[src/sv/address_breakpoint_unit_defines.svh]
// Assertion helpers for the files that check their own behavior.
`ifndef ADDRESS_BREAKPOINT_UNIT_DEFINES_SVH
`define ADDRESS_BREAKPOINT_UNIT_DEFINES_SVH

// A property that is checked only while reset is low.
`define ABU_ASSERT_RUN(name, expr, msg) \
   name: assert property (@(posedge clock) disable iff (reset) expr) else $error(msg);

// A property that is checked on every edge, reset included.
`define ABU_ASSERT_ALL(name, expr, msg) \
   name: assert property (@(posedge clock) expr) else $error(msg);

`endif

[src/sv/abu_pkg.sv]
`timescale 1ns / 1ps

package abu_pkg;

   localparam int ACTION_W          = 3;
   localparam int ADDRESS_W         = 16;
   localparam int TOTAL_W           = 17;
   localparam int ADDR_BITS_DEFAULT = 16;

   // Each map row holds 2**ROW_SEL_BITS breakpoint bits.
   localparam int ROW_SEL_BITS      = 5;

   typedef logic [ACTION_W-1:0]  action_type;
   typedef logic [ADDRESS_W-1:0] address_type;
   typedef logic [TOTAL_W-1:0]   total_type;

   localparam action_type ACT_ADD      = 3'd0;
   localparam action_type ACT_REMOVE   = 3'd1;
   localparam action_type ACT_SUPPRESS = 3'd2;
   localparam action_type ACT_CHECK    = 3'd3;
   localparam action_type ACT_STEP     = 3'd4;
   localparam action_type ACT_RETIRE   = 3'd5;
   localparam action_type ACT_CLEAR    = 3'd6;

endpackage

[src/sv/abu_req_if.sv]
`timescale 1ns / 1ps

interface abu_req_if;
   import abu_pkg::*;

   logic        valid;
   logic        ready;
   action_type  action;
   address_type address;

   modport source (output valid, output action, output address, input ready);
   modport sink (input valid, input action, input address, output ready);
endinterface

[src/sv/abu_rsp_if.sv]
`timescale 1ns / 1ps

interface abu_rsp_if;
   import abu_pkg::*;

   logic      valid;
   logic      ready;
   logic      pause;
   logic      debug_active;
   total_type breakpoint_total;

   modport source (output valid, output pause, output debug_active,
                   output breakpoint_total, input ready);
   modport sink (input valid, input pause, input debug_active,
                 input breakpoint_total, output ready);
endinterface

[src/sv/abu_ctrl.sv]
`timescale 1ns / 1ps

module abu_ctrl #(
   parameter int ADDR_BITS = abu_pkg::ADDR_BITS_DEFAULT,
   parameter int ROW_AW    = ADDR_BITS - abu_pkg::ROW_SEL_BITS,
   parameter int ROW_W     = 2**abu_pkg::ROW_SEL_BITS
) (
   input  logic              clock,
   input  logic              reset,
   abu_req_if.sink           req_port,
   abu_rsp_if.source         rsp_port,
   output logic              ram_rd_en,
   output logic [ROW_AW-1:0] ram_rd_row,
   input  logic [ROW_W-1:0]  ram_rd_data,
   output logic              ram_wr_en,
   output logic [ROW_AW-1:0] ram_wr_row,
   output logic [ROW_W-1:0]  ram_wr_data
);
   import abu_pkg::*;

   localparam logic [1:0] ST_CLEAR = 2'd0;
   localparam logic [1:0] ST_IDLE  = 2'd1;
   localparam logic [1:0] ST_EXEC  = 2'd2;

   localparam logic [ADDR_BITS:0] MapDepth = {1'b1, {ADDR_BITS{1'b0}}};

   logic [1:0]           state_ff, state_in;
   logic [ROW_AW-1:0]    clr_row_ff, clr_row_in;
   action_type           action_ff;
   logic [ADDR_BITS-1:0] addr_ff;
   logic [ADDR_BITS:0]   set_count_ff, set_count_in;
   logic [ADDR_BITS-1:0] skip_addr_ff, skip_addr_in;
   logic                 skip_armed_ff, skip_armed_in;
   logic                 step_wait_ff, step_wait_in;
   logic                 rsp_valid_ff, rsp_valid_in;
   logic                 rsp_pause_ff;
   logic                 rsp_active_ff;
   total_type            rsp_total_ff;

   logic [ADDR_BITS-1:0]    req_addr;
   logic                    accept;
   logic                    out_free;
   logic                    commit;
   logic [ROW_SEL_BITS-1:0] bit_sel;
   logic [ROW_W-1:0]        bit_mask;
   logic                    hit;
   logic                    skip_match;
   logic                    pause;
   logic                    exec_wr_en;
   logic [ROW_W-1:0]        exec_wr_data;

   assign req_addr = ADDR_BITS'(req_port.address);
   assign req_port.ready = (state_ff == ST_IDLE);
   assign accept = req_port.valid && req_port.ready;

   // The result register frees up in the same cycle that its item is taken.
   assign out_free = !rsp_valid_ff || rsp_port.ready;
   assign commit = (state_ff == ST_EXEC) && out_free;

   assign ram_rd_en  = accept;
   assign ram_rd_row = req_addr[ADDR_BITS-1:ROW_SEL_BITS];

   assign bit_sel    = addr_ff[ROW_SEL_BITS-1:0];
   assign bit_mask   = ROW_W'(1) << bit_sel;
   assign hit        = ram_rd_data[bit_sel];
   assign skip_match = (skip_addr_ff == addr_ff);

   always_comb begin
      set_count_in  = set_count_ff;
      skip_addr_in  = skip_addr_ff;
      skip_armed_in = skip_armed_ff;
      step_wait_in  = step_wait_ff;
      pause         = 1'b0;
      exec_wr_en    = 1'b0;
      exec_wr_data  = ram_rd_data;
      case (action_ff)
         ACT_ADD: begin
            if (!hit) begin
               exec_wr_en   = 1'b1;
               exec_wr_data = ram_rd_data | bit_mask;
               if (set_count_ff != MapDepth) begin
                  set_count_in = set_count_ff + 1'b1;
               end
            end
         end
         ACT_REMOVE: begin
            if (hit) begin
               exec_wr_en   = 1'b1;
               exec_wr_data = ram_rd_data & ~bit_mask;
               if (set_count_ff != '0) begin
                  set_count_in = set_count_ff - 1'b1;
               end
               if (skip_armed_ff && skip_match) begin
                  skip_armed_in = 1'b0;
               end
            end
         end
         ACT_SUPPRESS: begin
            if (hit) begin
               skip_addr_in  = addr_ff;
               skip_armed_in = 1'b1;
            end
         end
         ACT_CHECK: begin
            // A pending step holds off checking; an armed suppression is
            // used up by any check that runs and lets only its own address pass.
            if (!step_wait_ff) begin
               skip_armed_in = 1'b0;
               if (!(skip_armed_ff && skip_match) && hit) begin
                  skip_addr_in  = addr_ff;
                  skip_armed_in = 1'b1;
                  pause         = 1'b1;
               end
            end
         end
         ACT_STEP: begin
            step_wait_in = 1'b1;
         end
         ACT_RETIRE: begin
            if (step_wait_ff) begin
               step_wait_in = 1'b0;
               pause        = 1'b1;
            end
         end
         ACT_CLEAR: begin
            set_count_in  = '0;
            skip_armed_in = 1'b0;
            step_wait_in  = 1'b0;
         end
         default: begin
         end
      endcase
   end

   always_comb begin
      state_in    = state_ff;
      clr_row_in  = clr_row_ff;
      ram_wr_en   = 1'b0;
      ram_wr_row  = addr_ff[ADDR_BITS-1:ROW_SEL_BITS];
      ram_wr_data = exec_wr_data;
      case (state_ff)
         ST_CLEAR: begin
            ram_wr_en   = 1'b1;
            ram_wr_row  = clr_row_ff;
            ram_wr_data = '0;
            clr_row_in  = clr_row_ff + 1'b1;
            if (&clr_row_ff) begin
               state_in = ST_IDLE;
            end
         end
         ST_IDLE: begin
            if (accept) begin
               state_in = ST_EXEC;
            end
         end
         ST_EXEC: begin
            if (commit) begin
               ram_wr_en = exec_wr_en;
               state_in  = (action_ff == ACT_CLEAR) ? ST_CLEAR : ST_IDLE;
            end
         end
         default: begin
            state_in = ST_IDLE;
         end
      endcase
   end

   always_comb begin
      rsp_valid_in = rsp_valid_ff;
      if (commit) begin
         rsp_valid_in = 1'b1;
      end else if (rsp_port.ready) begin
         rsp_valid_in = 1'b0;
      end
   end

   always_ff @(posedge clock) begin
      if (reset) begin
         state_ff      <= ST_CLEAR;
         clr_row_ff    <= '0;
         set_count_ff  <= '0;
         skip_addr_ff  <= '0;
         skip_armed_ff <= 1'b0;
         step_wait_ff  <= 1'b0;
         rsp_valid_ff  <= 1'b0;
      end else begin
         state_ff     <= state_in;
         clr_row_ff   <= clr_row_in;
         rsp_valid_ff <= rsp_valid_in;
         if (commit) begin
            set_count_ff  <= set_count_in;
            skip_addr_ff  <= skip_addr_in;
            skip_armed_ff <= skip_armed_in;
            step_wait_ff  <= step_wait_in;
         end
      end
   end

   always_ff @(posedge clock) begin
      if (accept) begin
         action_ff <= req_port.action;
         addr_ff   <= req_addr;
      end
      if (commit) begin
         rsp_pause_ff  <= pause;
         rsp_active_ff <= (set_count_in != '0) || skip_armed_in || step_wait_in;
         rsp_total_ff  <= TOTAL_W'(set_count_in);
      end
   end

   assign rsp_port.valid            = rsp_valid_ff;
   assign rsp_port.pause            = rsp_pause_ff;
   assign rsp_port.debug_active     = rsp_active_ff;
   assign rsp_port.breakpoint_total = rsp_total_ff;

endmodule

[src/flat_wrapper.sv]
// flat-port wrapper written by rule: the top's interface ports become plain ports
module abu_ctrl_flat import abu_pkg::*;
#(
   parameter int ADDR_BITS = abu_pkg::ADDR_BITS_DEFAULT,
   parameter int ROW_AW    = ADDR_BITS - abu_pkg::ROW_SEL_BITS,
   parameter int ROW_W     = 2**abu_pkg::ROW_SEL_BITS
)
  (clock, reset, ram_rd_en, ram_rd_row, ram_rd_data, ram_wr_en, ram_wr_row, ram_wr_data, req_port_valid, req_port_action, req_port_address, req_port_ready, rsp_port_valid, rsp_port_pause, rsp_port_debug_active, rsp_port_breakpoint_total, rsp_port_ready);
  abu_req_if req_port_i ();
  abu_rsp_if rsp_port_i ();
  input  logic clock;
  input  logic reset;
  output logic ram_rd_en;
  output logic [ROW_AW-1:0] ram_rd_row;
  input  logic [ROW_W-1:0] ram_rd_data;
  output logic ram_wr_en;
  output logic [ROW_AW-1:0] ram_wr_row;
  output logic [ROW_W-1:0] ram_wr_data;
  input wire logic [$bits(req_port_i.valid)-1:0] req_port_valid;
  input wire logic [$bits(req_port_i.action)-1:0] req_port_action;
  input wire logic [$bits(req_port_i.address)-1:0] req_port_address;
  output wire logic [$bits(req_port_i.ready)-1:0] req_port_ready;
  output wire logic [$bits(rsp_port_i.valid)-1:0] rsp_port_valid;
  output wire logic [$bits(rsp_port_i.pause)-1:0] rsp_port_pause;
  output wire logic [$bits(rsp_port_i.debug_active)-1:0] rsp_port_debug_active;
  output wire logic [$bits(rsp_port_i.breakpoint_total)-1:0] rsp_port_breakpoint_total;
  input wire logic [$bits(rsp_port_i.ready)-1:0] rsp_port_ready;
  assign req_port_i.valid = req_port_valid;
  assign req_port_i.action = req_port_action;
  assign req_port_i.address = req_port_address;
  assign req_port_ready = req_port_i.ready;
  assign rsp_port_valid = rsp_port_i.valid;
  assign rsp_port_pause = rsp_port_i.pause;
  assign rsp_port_debug_active = rsp_port_i.debug_active;
  assign rsp_port_breakpoint_total = rsp_port_i.breakpoint_total;
  assign rsp_port_i.ready = rsp_port_ready;
  abu_ctrl #(.ADDR_BITS(ADDR_BITS), .ROW_AW(ROW_AW), .ROW_W(ROW_W)) u_core (.clock(clock), .reset(reset), .req_port(req_port_i), .rsp_port(rsp_port_i), .ram_rd_en(ram_rd_en), .ram_rd_row(ram_rd_row), .ram_rd_data(ram_rd_data), .ram_wr_en(ram_wr_en), .ram_wr_row(ram_wr_row), .ram_wr_data(ram_wr_data));
endmodule
[config.mk]
export PLATFORM = sky130hd
export DESIGN_NAME = abu_ctrl_flat
export DESIGN_NICKNAME = d
export VERILOG_FILES = /design/src/sv/address_breakpoint_unit_defines.svh /design/src/sv/abu_pkg.sv /design/src/sv/abu_req_if.sv /design/src/sv/abu_rsp_if.sv /design/src/sv/abu_ctrl.sv /design/src/flat_wrapper.sv
export SDC_FILE = /design/constraint.sdc
export NUM_CORES = 1
export LEC_CHECK = 0
export BUFFER_PORTS_ARGS = -buffer_cell sky130_fd_sc_hd__buf_2
export CORE_ASPECT_RATIO = 0.6
export CORE_UTILIZATION = 50
export DETAILED_ROUTE_END_ITERATION = 10
export GPL_ROUTABILITY_DRIVEN = 0
export PLACE_DENSITY = 0.75
export SETUP_SLACK_MARGIN = 0.1
export SLEW_MARGIN = 20
export SYNTH_ARGS = -nofsm -noshare
export SYNTH_HDL_FRONTEND = slang
export SYNTH_SLANG_ARGS = --single-unit
export TNS_END_PERCENT = 20
[constraint.sdc]
create_clock -name clock -period 4.6 [get_ports clock]
set_input_delay 0.46 -clock clock [delete_from_list [all_inputs] [get_ports clock]]
set_output_delay 0.46 -clock clock [all_outputs]
set_load 0.005 [all_outputs]
==> impl_metrics.json <==
{
  "setup_violations": 0,
  "endpoint_kind": "register",
  "clkPwrFrac": 0.449,
  "rr_worst_depth": 10,
  "post_cts_buffers": 0,
  "worstHoldPathCells": 1,
  "cp.required_ns": 4.67,
  "yosysTopAreaCellShare": 0.2017,
  "critPathKind": "reg -> reg",
  "worst-endpoint-arrival_ns": 4.24,
  "die_area_um2": 11760,
  "netlist_area_um2": 5657,
  "nNetsFinal": 831,
  "finalHoldViolations": 0,
  "syn_to_final_growth_pct": 16.48,
  "yosys_warnings": 0,
  "yosysSeqAreaShare": 0.3751,
  "power.leakage_nw": 2.487,
  "preCtsSetupSlack_ns": 0.2545,
  "max_cap_violations": 0,
  "yosys-top-cells-area": "edfxtp_1, dfxtp_1, nor2_1",
  "p_switching_w": 0.0003856,
  "numPortBuffers": 131,
  "skew_ns": 0.01086,
  "synth_area_leader_cell": "edfxtp_1",
  "drv_slew": 0,
  "cts_tree": "yes",
  "hold_buffers": 0,
  "min_period_ns": 4.169,
  "drive_above_1_share": 0.2420,
  "ctsResizeCount": 0,
  "status": "completed",
  "setup-tns-final_ns": 0,
  "synth_edf_count": 38,
  "r2r_end": "u_core.rsp_port.debug_active$_DFFE_PP_",
  "grt.overflow.total": 0,
  "rsz0062_at_grt": "false",
  "dr.pass1.iters": 6,
  "crit_fanout": 29,
  "clock.fmax_mhz": 239.9,
  "design_area_um2": 6589,
  "ys_types": 61,
  "placedInstanceArea_um2": 6259,
  "antenna_left": 0,
  "ir_drop_v": 0.0001969,
  "min-delay-start": "req_port_action[2]",
  "drc": 0,
  "grt_pass1_wl_um": 27430,
  "grt_max_degree": 51,
  "htreeDepth": 3,
  "start_kind": "register",
  "holdPathEnd": "u_core.action_ff[2]$_DFFE_PP_",
  "seq_power_share": 0.502,
  "synth_flop_cell": "dfxtp_1",
  "p_int_w": 0.001222,
  "syn_inst": 678,
  "routedWlPerCell_um": 18.72,
  "fin_ws_ns": 0.4314,
  "antenna_found_initial": 0,
  "cts.sinks": 87,
  "clk_pin_slew_ns": 0.07,
  "avgSynthCellArea_um2": 8.343,
  "start_util": 0.5249,
  "slew_headroom": 0.3121,
  "r2r_setup_slack_ns": 0.43,
  "synth_async_sr_flop_share": 0,
  "pwr_density_cell_nw_per_um2": 243.9,
  "drt_iter0_markers": 844,
  "worst_pin_slew_ns": 1.032,
  "antenna_cells": 0,
  "wirelength_um": 17150,
  "grt_pass1_vias": 5276,
  "io_pins": 132,
  "clockBufferDepth": 2,
  "insertion_delay_ns": 0.35,
  "timing.rr.start": "u_core.addr_ff[1]$_DFFE_PP_",
  "track_usage": 0.2941,
  "cts_buffers": 9,
  "clockRootBuffer": "clkbuf_16",
  "synth_seq_cells": 87,
  "fin_crit_sh": 0.9062,
  "synthTopCellsByCount": "nor2_1, nand2_1, o21ai_0",
  "fp-row-count": 29,
  "die_h_um": 84.39,
  "num_vias": 5788,
  "worstHoldPathType": "in -> reg",
  "p_comb_frac": 0.049,
  "core_area_um2": 10780,
  "syn_nets": 737,
  "switching_share": 0.2400,
  "yosysMostFrequentCell": "nor2_1",
  "hpwl_um": 12100,
  "die_w_um": 139.3,
  "vias_per_cell": 6.319
}
[metrics by stage]
stage	cells	total power, W	hold slack, ns	utilization
4_1_cts	914	0.001613	0.2787	0.6077
5_1_grt	916	0.001658	0.2734	0.6114
6_report	916	0.001607	0.2861	0.6114
3_5_place_dp	898	0.0009008	0.5061	0.5808
3_3_place_gp	898	0.0009000	0.4952	0.5808
2_1_floorplan	678	0.0008665	0.4674	-
[area by class of cell]
cell class	instances	area, µm²
repair buffers	139	740.7
flip-flops and latches	87	2122
fillers	946	4188
clock inverters	7	65.06
inverters	15	56.30
multi-input cells	520	3206
clock buffers	9	225.2
well taps	139	173.9
[metal layers]
| metal | up-vias | GRT usage | part of all wire |
|---|---|---|---|
| met2 | 412 | 0.4285 | 0.42 |
| met5 | - | 0 | 0 |
| met3 | 47 | 0.08956 | 0.13 |
| met1 | 2694 | 0.4180 | 0.43 |
| met4 | 0 | 0.08485 | 0.019 |
| li1 | 2635 | - | - |
[cells by family (layout without fill, tap and decap cells)]
kind of cell | Yosys count | count (layout) | synth area share
fa+ha+maj | 4 | 4 | 0.008848
simple gates | 277 | 277 | 0.2331
flops | 87 | 87 | 0.3751
buf+inv | 71 | 170 | 0.05950
xor+xnor | 29 | 29 | 0.04490
compound gates | 164 | 164 | 0.1705
mux | 46 | 46 | 0.1079
[cells in the final DEF (no fill, tap or decap), types with 9 or more instances in the layout]
cell type / n
buf_2: 131
nor2_1: 87
nand2_1: 66
o21ai_0: 66
a21oi_1: 56
dfxtp_1: 49
edfxtp_1: 38
nand3_1: 28
mux2i_1: 22
xnor2_1: 22
nor3_1: 19
nand4_1: 19
mux2_2: 14
inv_1: 12
nand2b_1: 12
nor4_1: 10
a211oi_1: 9
clkbuf_16: 9
[critical path, cell delays in order (launching register included)]
cell,delay [ns]
edfxtp_1,0.44
buf_12,0.19
mux4_1,0.61
mux4_2,0.51
mux2_2,0.50
nor2_1,0.18
mux2_2,0.34
a221oi_1,0.44
nand2b_1,0.12
nor4_1,0.43
nand4_1,0.13
[worst max path at each step]
stage,from,end,slack (ns),depth (start not counted)
after floorplan,u_core.addr_ff[2]$_DFFE_PP_,u_core.rsp_port.debug_active$_DFFE_PP_,1.13,12
after global routing,u_core.addr_ff[2]$_DFFE_PP_,u_core.rsp_port.debug_active$_DFFE_PP_,0.30,9
after global placement,u_core.addr_ff[1]$_DFFE_PP_,u_core.rsp_port.debug_active$_DFFE_PP_,0.42,9
final,u_core.addr_ff[1]$_DFFE_PP_,u_core.rsp_port.debug_active$_DFFE_PP_,0.43,10
after detailed placement,u_core.addr_ff[1]$_DFFE_PP_,u_core.rsp_port.debug_active$_DFFE_PP_,0.25,9
after CTS,u_core.addr_ff[1]$_DFFE_PP_,u_core.rsp_port.debug_active$_DFFE_PP_,0.22,9
[state kept, by name (all words and copies together) (netlist names)]
| name | count |
|---|---|
| u_core.rsp_port.breakpoint_total | 17 |
| u_core.set_count_ff | 17 |
| u_core.addr_ff | 16 |
| u_core.skip_addr_ff | 16 |
| u_core.clr_row_ff | 11 |
| u_core.action_ff | 3 |
| u_core.state_ff | 2 |
| u_core.rsp_port.debug_active | 1 |
| u_core.rsp_port.pause | 1 |
| u_core.rsp_port.valid | 1 |
| u_core.skip_armed_ff | 1 |
| u_core.step_wait_ff | 1 |
[power groups by stage]
stage	clock network (W)	logic, W	registers [W]
2_1_floorplan	0	0.0000430	0.000823
3_3_place_gp	0	0.0000761	0.000824
3_5_place_dp	0	0.0000767	0.000824
4_1_cts	0.000729	0.0000775	0.000806
5_1_grt	0.000764	0.0000869	0.000807
6_report	0.000722	0.0000787	0.000807
(Power assumes the default switching activity.)
